==> src/design/ppc_pkg.sv <==
// Package for the polygon plane clipper: widths, register indexes,
// output source codes and the controller/datapath command and status types.
// No dependencies.
`default_nettype none
package ppc_pkg;
   localparam int COORD_W   = 32;
   localparam int DIST_W    = 64;
   localparam int PROD_W    = 65;
   localparam int T_BITS    = 30;
   localparam int CSR_IDX_W = 3;

   localparam logic [CSR_IDX_W-1:0] CSR_PLANE_X  = 3'd0;
   localparam logic [CSR_IDX_W-1:0] CSR_PLANE_Y  = 3'd1;
   localparam logic [CSR_IDX_W-1:0] CSR_PLANE_Z  = 3'd2;
   localparam logic [CSR_IDX_W-1:0] CSR_NORMAL_X = 3'd3;
   localparam logic [CSR_IDX_W-1:0] CSR_NORMAL_Y = 3'd4;
   localparam logic [CSR_IDX_W-1:0] CSR_NORMAL_Z = 3'd5;

   localparam logic [1:0] SRC_START  = 2'd0;
   localparam logic [1:0] SRC_POINT  = 2'd1;
   localparam logic [1:0] SRC_MARKER = 2'd2;

   typedef struct packed {
      logic       load;
      logic       dist_mul;
      logic       dist_acc;
      logic       int_mul;
      logic       int_acc;
      logic [1:0] axis;
      logic       save_first;
      logic       save_prev;
      logic       edge_b;
      logic       div_init;
      logic       div_step;
      logic       out_load;
      logic [1:0] out_src;
      logic       out_eop;
   } ppc_cmd_type;

   typedef struct packed {
      logic cur_in;
      logic prev_in;
      logic first_in;
      logic out_free;
   } ppc_sts_type;
endpackage
`default_nettype wire

==> src/design/ppc_ctrl.sv <==
// Clipper controller: sequences distance, edge, divide, interpolate and
// emit steps and tracks whether none, one, or two or more polygon vertices have been seen. Uses ppc_pkg.
`default_nettype none
module ppc_ctrl import ppc_pkg::*; (
   input  wire logic        clock,
   input  wire logic        reset,
   input  wire logic        req_valid,
   input  wire logic        req_last,
   output      logic        req_ready,
   input  wire ppc_sts_type sts,
   output      ppc_cmd_type cmd
);
   localparam logic [3:0] S_IDLE   = 4'd0;
   localparam logic [3:0] S_DMUL   = 4'd1;
   localparam logic [3:0] S_DACC   = 4'd2;
   localparam logic [3:0] S_DECIDE = 4'd3;
   localparam logic [3:0] S_EA     = 4'd4;
   localparam logic [3:0] S_DINIT  = 4'd5;
   localparam logic [3:0] S_DSTEP  = 4'd6;
   localparam logic [3:0] S_IMUL   = 4'd7;
   localparam logic [3:0] S_IACC   = 4'd8;
   localparam logic [3:0] S_EP     = 4'd9;
   localparam logic [3:0] S_EDONE  = 4'd10;
   localparam logic [3:0] S_MARK   = 4'd11;

   logic [3:0] state_ff, state_in;
   logic [4:0] cnt_ff, cnt_in;
   logic [1:0] vc_ff, vc_in;
   logic       last_ff, last_in;
   logic       edge_ff, edge_in;
   logic       any_ff, any_in;
   logic       a_in, b_in, crossing, b_silent, final_edge;

   assign a_in       = edge_ff ? sts.cur_in : sts.prev_in;
   assign b_in       = edge_ff ? sts.first_in : sts.cur_in;
   assign crossing   = a_in ^ b_in;
   assign b_silent   = !sts.cur_in && !sts.first_in;
   assign final_edge = last_ff && (edge_ff || b_silent);
   assign req_ready  = (state_ff == S_IDLE);

   always_comb begin
      state_in = state_ff;
      cnt_in   = cnt_ff;
      vc_in    = vc_ff;
      last_in  = last_ff;
      edge_in  = edge_ff;
      any_in   = any_ff;
      cmd      = '0;
      cmd.axis   = cnt_ff[1:0];
      cmd.edge_b = edge_ff;
      case (state_ff)
         S_IDLE: begin
            if (req_valid) begin
               cmd.load = 1'b1;
               cnt_in   = '0;
               any_in   = 1'b0;
               edge_in  = 1'b0;
               last_in  = req_last;
               state_in = S_DMUL;
            end
         end
         S_DMUL: begin
            cmd.dist_mul = 1'b1;
            state_in     = S_DACC;
         end
         S_DACC: begin
            cmd.dist_acc = 1'b1;
            if (cnt_ff[1:0] == 2'd2) begin
               cnt_in   = '0;
               state_in = S_DECIDE;
            end else begin
               cnt_in   = cnt_ff + 5'd1;
               state_in = S_DMUL;
            end
         end
         S_DECIDE: begin
            if (last_ff && vc_ff != 2'd2) begin
               state_in = S_MARK;
            end else if (vc_ff == 2'd0) begin
               cmd.save_first = 1'b1;
               cmd.save_prev  = 1'b1;
               vc_in          = 2'd1;
               state_in       = S_IDLE;
            end else begin
               state_in = S_EA;
            end
         end
         S_EA: begin
            if (a_in) begin
               if (sts.out_free) begin
                  cmd.out_load = 1'b1;
                  cmd.out_src  = SRC_START;
                  cmd.out_eop  = final_edge && !crossing;
                  any_in       = 1'b1;
                  state_in     = crossing ? S_DINIT : S_EDONE;
               end
            end else begin
               state_in = crossing ? S_DINIT : S_EDONE;
            end
         end
         S_DINIT: begin
            cmd.div_init = 1'b1;
            cnt_in       = '0;
            state_in     = S_DSTEP;
         end
         S_DSTEP: begin
            cmd.div_step = 1'b1;
            if (cnt_ff == 5'(T_BITS - 1)) begin
               cnt_in   = '0;
               state_in = S_IMUL;
            end else begin
               cnt_in = cnt_ff + 5'd1;
            end
         end
         S_IMUL: begin
            cmd.int_mul = 1'b1;
            state_in    = S_IACC;
         end
         S_IACC: begin
            cmd.int_acc = 1'b1;
            if (cnt_ff[1:0] == 2'd2) begin
               cnt_in   = '0;
               state_in = S_EP;
            end else begin
               cnt_in   = cnt_ff + 5'd1;
               state_in = S_IMUL;
            end
         end
         S_EP: begin
            if (sts.out_free) begin
               cmd.out_load = 1'b1;
               cmd.out_src  = SRC_POINT;
               cmd.out_eop  = final_edge;
               any_in       = 1'b1;
               state_in     = S_EDONE;
            end
         end
         S_EDONE: begin
            if (!edge_ff) begin
               cmd.save_prev = 1'b1;
               vc_in         = 2'd2;
               if (last_ff && !b_silent) begin
                  edge_in  = 1'b1;
                  state_in = S_EA;
               end else if (last_ff) begin
                  vc_in    = 2'd0;
                  state_in = any_ff ? S_IDLE : S_MARK;
               end else begin
                  state_in = S_IDLE;
               end
            end else begin
               vc_in    = 2'd0;
               state_in = any_ff ? S_IDLE : S_MARK;
            end
         end
         S_MARK: begin
            if (sts.out_free) begin
               cmd.out_load = 1'b1;
               cmd.out_src  = SRC_MARKER;
               cmd.out_eop  = 1'b1;
               vc_in        = 2'd0;
               state_in     = S_IDLE;
            end
         end
         default: begin
            state_in = S_IDLE;
         end
      endcase
   end

   always_ff @(posedge clock) begin
      if (reset) begin
         state_ff <= S_IDLE;
         cnt_ff   <= '0;
         vc_ff    <= '0;
         last_ff  <= 1'b0;
         edge_ff  <= 1'b0;
         any_ff   <= 1'b0;
      end else begin
         state_ff <= state_in;
         cnt_ff   <= cnt_in;
         vc_ff    <= vc_in;
         last_ff  <= last_in;
         edge_ff  <= edge_in;
         any_ff   <= any_in;
      end
   end

   a_load_free: assert property (@(posedge clock) disable iff (reset)
      cmd.out_load |-> sts.out_free) else $error("output loaded while occupied");
   a_accept_seq: assert property (@(posedge clock) disable iff (reset)
      (req_valid && req_ready) |=> state_ff == S_DMUL) else $error("accept did not start");
   a_first_save: assert property (@(posedge clock) disable iff (reset)
      cmd.save_first |-> (vc_ff == 2'd0 && !last_ff)) else $error("bad first save");
   a_mark_clear: assert property (@(posedge clock) disable iff (reset)
      (cmd.out_load && cmd.out_src == SRC_MARKER) |=> vc_ff == 2'd0)
      else $error("count not cleared");
endmodule
`default_nettype wire

==> config.mk <==
export PLATFORM = sky130hd
export DESIGN_NAME = ppc_ctrl
export DESIGN_NICKNAME = d
export VERILOG_FILES = /design/src/design/ppc_pkg.sv /design/src/design/ppc_ctrl.sv
export SDC_FILE = /design/constraint.sdc
export NUM_CORES = 1
export LEC_CHECK = 0
export ABC_AREA = 0
export CAP_MARGIN = 20
export CORE_MARGIN = 3
export CORE_UTILIZATION = 57
export CTS_CLUSTER_SIZE = 40
export DETAILED_ROUTE_END_ITERATION = 6
export DONT_BUFFER_PORTS = 1
export PLACE_DENSITY = 0.82
export RECOVER_POWER = 100
export SYNTH_ARGS = -nofsm -noshare
export SYNTH_HDL_FRONTEND = slang
export SYNTH_SLANG_ARGS = --single-unit
==> constraint.sdc <==
create_clock -name clock -period 1.7 [get_ports clock]
set_clock_uncertainty 0.2 [all_clocks]
set_input_delay 0.085 -clock clock [delete_from_list [all_inputs] [get_ports clock]]
set_output_delay 0.085 -clock clock [all_outputs]
set_load 0.1 [all_outputs]
==> results.sh, run 1 <==
export IMPL_num_rows=16
export IMPL_synth_distinct_cells=56
export IMPL_ys_ff_latch=14
export IMPL_gp_congestion=0.8628
export IMPL_post_cts_buffers=15
export IMPL_status="did not finish"
export IMPL_h_tree_depth=1
export IMPL_initial_core_util_pct=63.41
export IMPL_cts_buffers=3
export IMPL_place_area_um2=1844
export IMPL_stop_error="[ERROR DPL-0038] Utilization greater than 100%, impossible to legalize"
export IMPL_io_buffers=0
export IMPL_avgSynthCellArea_um2=8.021
export IMPL_dp_cells=225
export IMPL_clk_path_buf_depth=2
export IMPL_stop_stage="clock tree synthesis (4_1_cts)"
export IMPL_ys_warn_count=0
export IMPL_ctsRootBufferMaster="clkbuf_4"
export IMPL_synth_ff_type="dfxtp_1"
export IMPL_yosysSeqAreaShare_pct=21.44
export IMPL_synthArstFlopShare_pct=0
export IMPL_cts_resized=53
export IMPL_die_h_um=53.90
export IMPL_syn_area_um2=1308
export IMPL_synthesis_nets=176
export IMPL_io_pins=25
export IMPL_postSynthCellCount=163
export IMPL_hold_buffers=5
export IMPL_synth_edff_count=0
export IMPL_die_x_um=53.90
export IMPL_clkSinkCount=14
export IMPL_place_hpwl_mm=3.305
==> logic make-up after synthesis <==
group,count (synthesis),synth area share [%]
fa+ha+maj,5,4.785
mux,4,3.445
flops,14,21.44
simple gates,72,30.33
compound gates,44,28.71
buf+inv,22,9.952
xor+xnor,2,1.340
==> per-stage QoR <==
stage / TNS (ns) / util [%] / setup slack (ns)
after floorplan: -7.635 / - / -0.8132
after global placement: -1.180 / 89.44 / -0.2369
after detailed placement: -2.203 / 89.44 / -0.2972
==> synth_stat cells, types with 2 or more instances <==
cell type	instances	area (µm²)
a221oi_1	2	17.52
nor3_1	5	25.02
ha_1	5	62.56
a21oi_1	11	55.05
o21ai_0	4	20.02
nand3_1	5	25.02
nand2b_1	5	31.28
nand4bb_1	2	22.52
nor2_1	25	93.84
a31oi_1	3	18.77
mux2i_1	2	20.02
buf_2	2	10.01
buf_6	4	45.04
o21ai_2	2	17.52
and2_1	2	12.51
buf_4	4	30.03
inv_1	9	33.78
nand3b_1	2	15.01
o22ai_1	3	18.77
nand2_1	12	45.04
o31ai_1	2	15.01
clkbuf_1	3	11.26
dfxtp_1	14	280.3
nor4b_1	2	17.52
nor2b_1	2	12.51
==> run 2: changes to the inputs <==
- CORE_AREA: default -> 3 3 64 66
- CORE_MARGIN: 3 -> default
- CORE_UTILIZATION: 57 -> default
- CTS_CLUSTER_SIZE: 40 -> default
- DIE_AREA: default -> 0 0 67 69
- PLACE_DENSITY: 0.82 -> default
- PLACE_DENSITY_LB_ADDON: default -> 0.15
- clock period: 1.7 -> 2.2 ns (I/O delays scaled with it)
==> run 2 against run 1 <==
The flow now finishes, with violations (hold timing). Synthesized cell count unchanged. Area after synthesis unchanged.
==> results.sh, run 2 <==
export IMPL_initial_core_util_pct=35.98
export IMPL_gp_congestion=0.8079
export IMPL_crit_family="simple AND/OR/NAND/NOR gates"
export IMPL_p_int_w=0.0008470
export IMPL_setup_viol=0
export IMPL_largest_reg_flops=5
export IMPL_violations="hold timing"
export IMPL_clkSinkCount=14
export IMPL_h_tree_depth=1
export IMPL_nNetsFinal=205
export IMPL_num_rows=22
export IMPL_final_cell_mix="nor2_1, buf_4, dfxtp_1, nand2_1, a21oi_1"
export IMPL_first_pass_iters=4
export IMPL_fillers=370
export IMPL_critical_path_required_ns=1.89
export IMPL_wl_met1_mm=1.552
export IMPL_vias_per_cell=5.504
export IMPL_max_cap_violations=0
export IMPL_postSynthCellCount=163
export IMPL_synth_ff_type="dfxtp_1"
export IMPL_synth_most_common_cell="nor2_1"
export IMPL_cts_buffers=3
export IMPL_syn_area_um2=1308
export IMPL_ant_nets=0
export IMPL_ys_warn_count=0
export IMPL_die_h_um=69
export IMPL_critical_path_slowest_cell="or3b_4"
export IMPL_switching_share_pct=55.96
export IMPL_synthesis_nets=176
export IMPL_drt_wl_total_mm=3.481
export IMPL_rsz0062_at_grt="false"
export IMPL_wl_met3_um=239
export IMPL_drive_gt1_share_pct=36.84
export IMPL_clk_path_buf_depth=2
export IMPL_ir_worst_vdd_mv=0.3152
export IMPL_top_layer="met4"
export IMPL_final_max_slew_viol_count=0
export IMPL_tns_ns=0
export IMPL_multiInputGateArea_um2=925.9
export IMPL_synthArstFlopShare_pct=0
export IMPL_period_share_pct=97.08
export IMPL_overflow=0
export IMPL_io_pins=25
export IMPL_cp_cell_sequence="or3b_4 > o31ai_4 > nand2_2 > o32ai_4 > buf_12"
export IMPL_clock_latency_ns=0.24
export IMPL_drc=0
export IMPL_drt_iter0_markers=94
export IMPL_power_density_nw_per_um2=1146
export IMPL_hold_slack_ns=-0.0008613
export IMPL_final_common_cell="nor2_1"
export IMPL_status="finished, violations left"
export IMPL_synth_area_leader_cell="dfxtp_1"
export IMPL_die_area_um2=4623
export IMPL_yosysSeqAreaShare_pct=21.44
export IMPL_grt_pass1_vias=1197
export IMPL_finalHoldViolations=1
export IMPL_die_x_um=67
export IMPL_pwr_share_comb_pct=70.4
export IMPL_critPathLaunchType="register"
export IMPL_cts_tree="yes"
export IMPL_synth_common_cells="nor2_1, dfxtp_1, nand2_1, a21oi_1, inv_1"
export IMPL_grt_usage_pct=15.37
export IMPL_clk_pin_slew_worst_paths_ns=0.06
export IMPL_num_vias=1310
export IMPL_synth_edff_count=0
export IMPL_path_buf_inv=1
export IMPL_arrival_ns=1.83
export IMPL_top_register="cnt_ff"
export IMPL_grt_max_degree=20
export IMPL_min_path_type="primary input to register"
export IMPL_slew_headroom_pct=56.61
export IMPL_avgSynthCellArea_um2=8.021
export IMPL_yosys_area_top_type_share_pct=21.44
export IMPL_synthTopCellsByArea="dfxtp_1, nor2_1, ha_1"
export IMPL_critPathMaxStageDelay_ns=0.41
export IMPL_coreArea_um2=3633
export IMPL_clockPowerShare_pct=10.8
export IMPL_io_buffers=0
export IMPL_ctsRootBufferMaster="clkbuf_8"
export IMPL_p_seq_share_pct=18.8
export IMPL_min_period_ns=2.136
export IMPL_seqCellArea_um2=284.0
export IMPL_area_delta_synth_final_pct=28.42
export IMPL_max_freq_mhz=468.2
export IMPL_ys_ff_latch=14
export IMPL_synth_distinct_cells=56
export IMPL_critical_path_class="register to primary output"
export IMPL_cp_max_fo=2
export IMPL_post_drt_wl_per_cell_um=14.63
export IMPL_wl_met2_mm=1.587
export IMPL_antenna_found_initial=0
export IMPL_tightest_slew_ns=0.6508
export IMPL_place_hpwl_mm=2.572
export IMPL_largestRegisters="cnt_ff x5, state_ff x4, vc_ff x2"
export IMPL_switchingPower_w=0.001076
export IMPL_end_kind="primary output"
export IMPL_power_leakage_nw=0.6181
export IMPL_grt_first_pass_wirelength_mm=5.664
export IMPL_antenna_cells=0
run 2: path summary, 6_finish.rpt:
path / startpoint / to / slack, ns / cells after the start
min: req_valid / edge_ff / -0.0009 / 2
min reg2reg: vc_ff[0] / vc_ff[0] / 0.30 / 2
max: state_ff[3] / cmd[0] / 0.06 / 5
max reg2reg: state_ff[3] / cnt_ff[1] / 0.18 / 7
run 2: area by class of cell:
type / count / share of cell area [%]
clock buffers: 3 / 2.459
repair buffers: 37 / 19.90
flip-flops and latches: 14 / 16.92
inverters: 9 / 2.012
multi-input cells: 127 / 55.14
well taps: 48 / 3.577
run 2: logic make-up (layout without fill, tap and decap cells):
kind of cell / Yosys count / after routing / synth area share [%]
AOI/OAI and AO/OA: 44 / 44 / 28.71
adders and majority gates: 5 / 5 / 4.785
DFF: 14 / 14 / 21.44
buffers and inverters: 22 / 49 / 9.952
muxes: 4 / 4 / 3.445
xor gates and xnor gates: 2 / 2 / 1.340
and+or+nand+nor: 72 / 72 / 30.33
run 2: power by group through the flow:
stage | Sequential (W) | Combinational [W] | Clock (W)
after CTS | 0.000354 | 0.00136 | 0.000217
after global routing | 0.000371 | 0.00144 | 0.000228
after global placement | 0.000353 | 0.00133 | 0
final | 0.000361 | 0.00135 | 0.000208
after detailed placement | 0.000356 | 0.00134 | 0
after floorplan | 0.000334 | 0.00112 | 0
run 2: what timing repair did:
action / CTS / global route
gates resized for setup: 1 / 8
buffers inserted: 1 / 8
endpoints found under the setup margin: 3 / 3
pin swaps: 1 / 4
endpoints found under the hold margin: 14 / 0
hold buffers: 3 / 0
run 2: worst reg2reg max path: stages, from the launching register on:
cell      delay, ns
dfxtp_2        0.33
buf_8          0.14
buf_4          0.16
or2_2          0.36
nand2_1        0.08
o21ai_1        0.18
a222oi_1       0.39
nor2_1         0.06
run 2: per-layer routing:
layer  track usage (%)  up-vias
li1                  -      642
met1             20.44      615
met2             23.58       42
met3             3.420       11
met4             6.306        0
met5                 0        -
run 2: metrics by stage:
stage / cell area, µm² / instances / setup WS (ns) / power, W / utilization, %
final: 1679 / 238 / 0.06427 / 0.001923 / 46.21
after CTS: 1648 / 230 / 0.009370 / 0.001926 / 45.35
after detailed placement: 1568 / 223 / 0.1698 / 0.001693 / 43.15
after floorplan: 1348 / 163 / -0.3132 / 0.001455 / -
after global placement: 1568 / 223 / 0.2065 / 0.001683 / 43.15
after global routing: 1679 / 238 / 0.005788 / 0.002039 / 46.21
No activity file was read; power rests on OpenSTA's default activity.
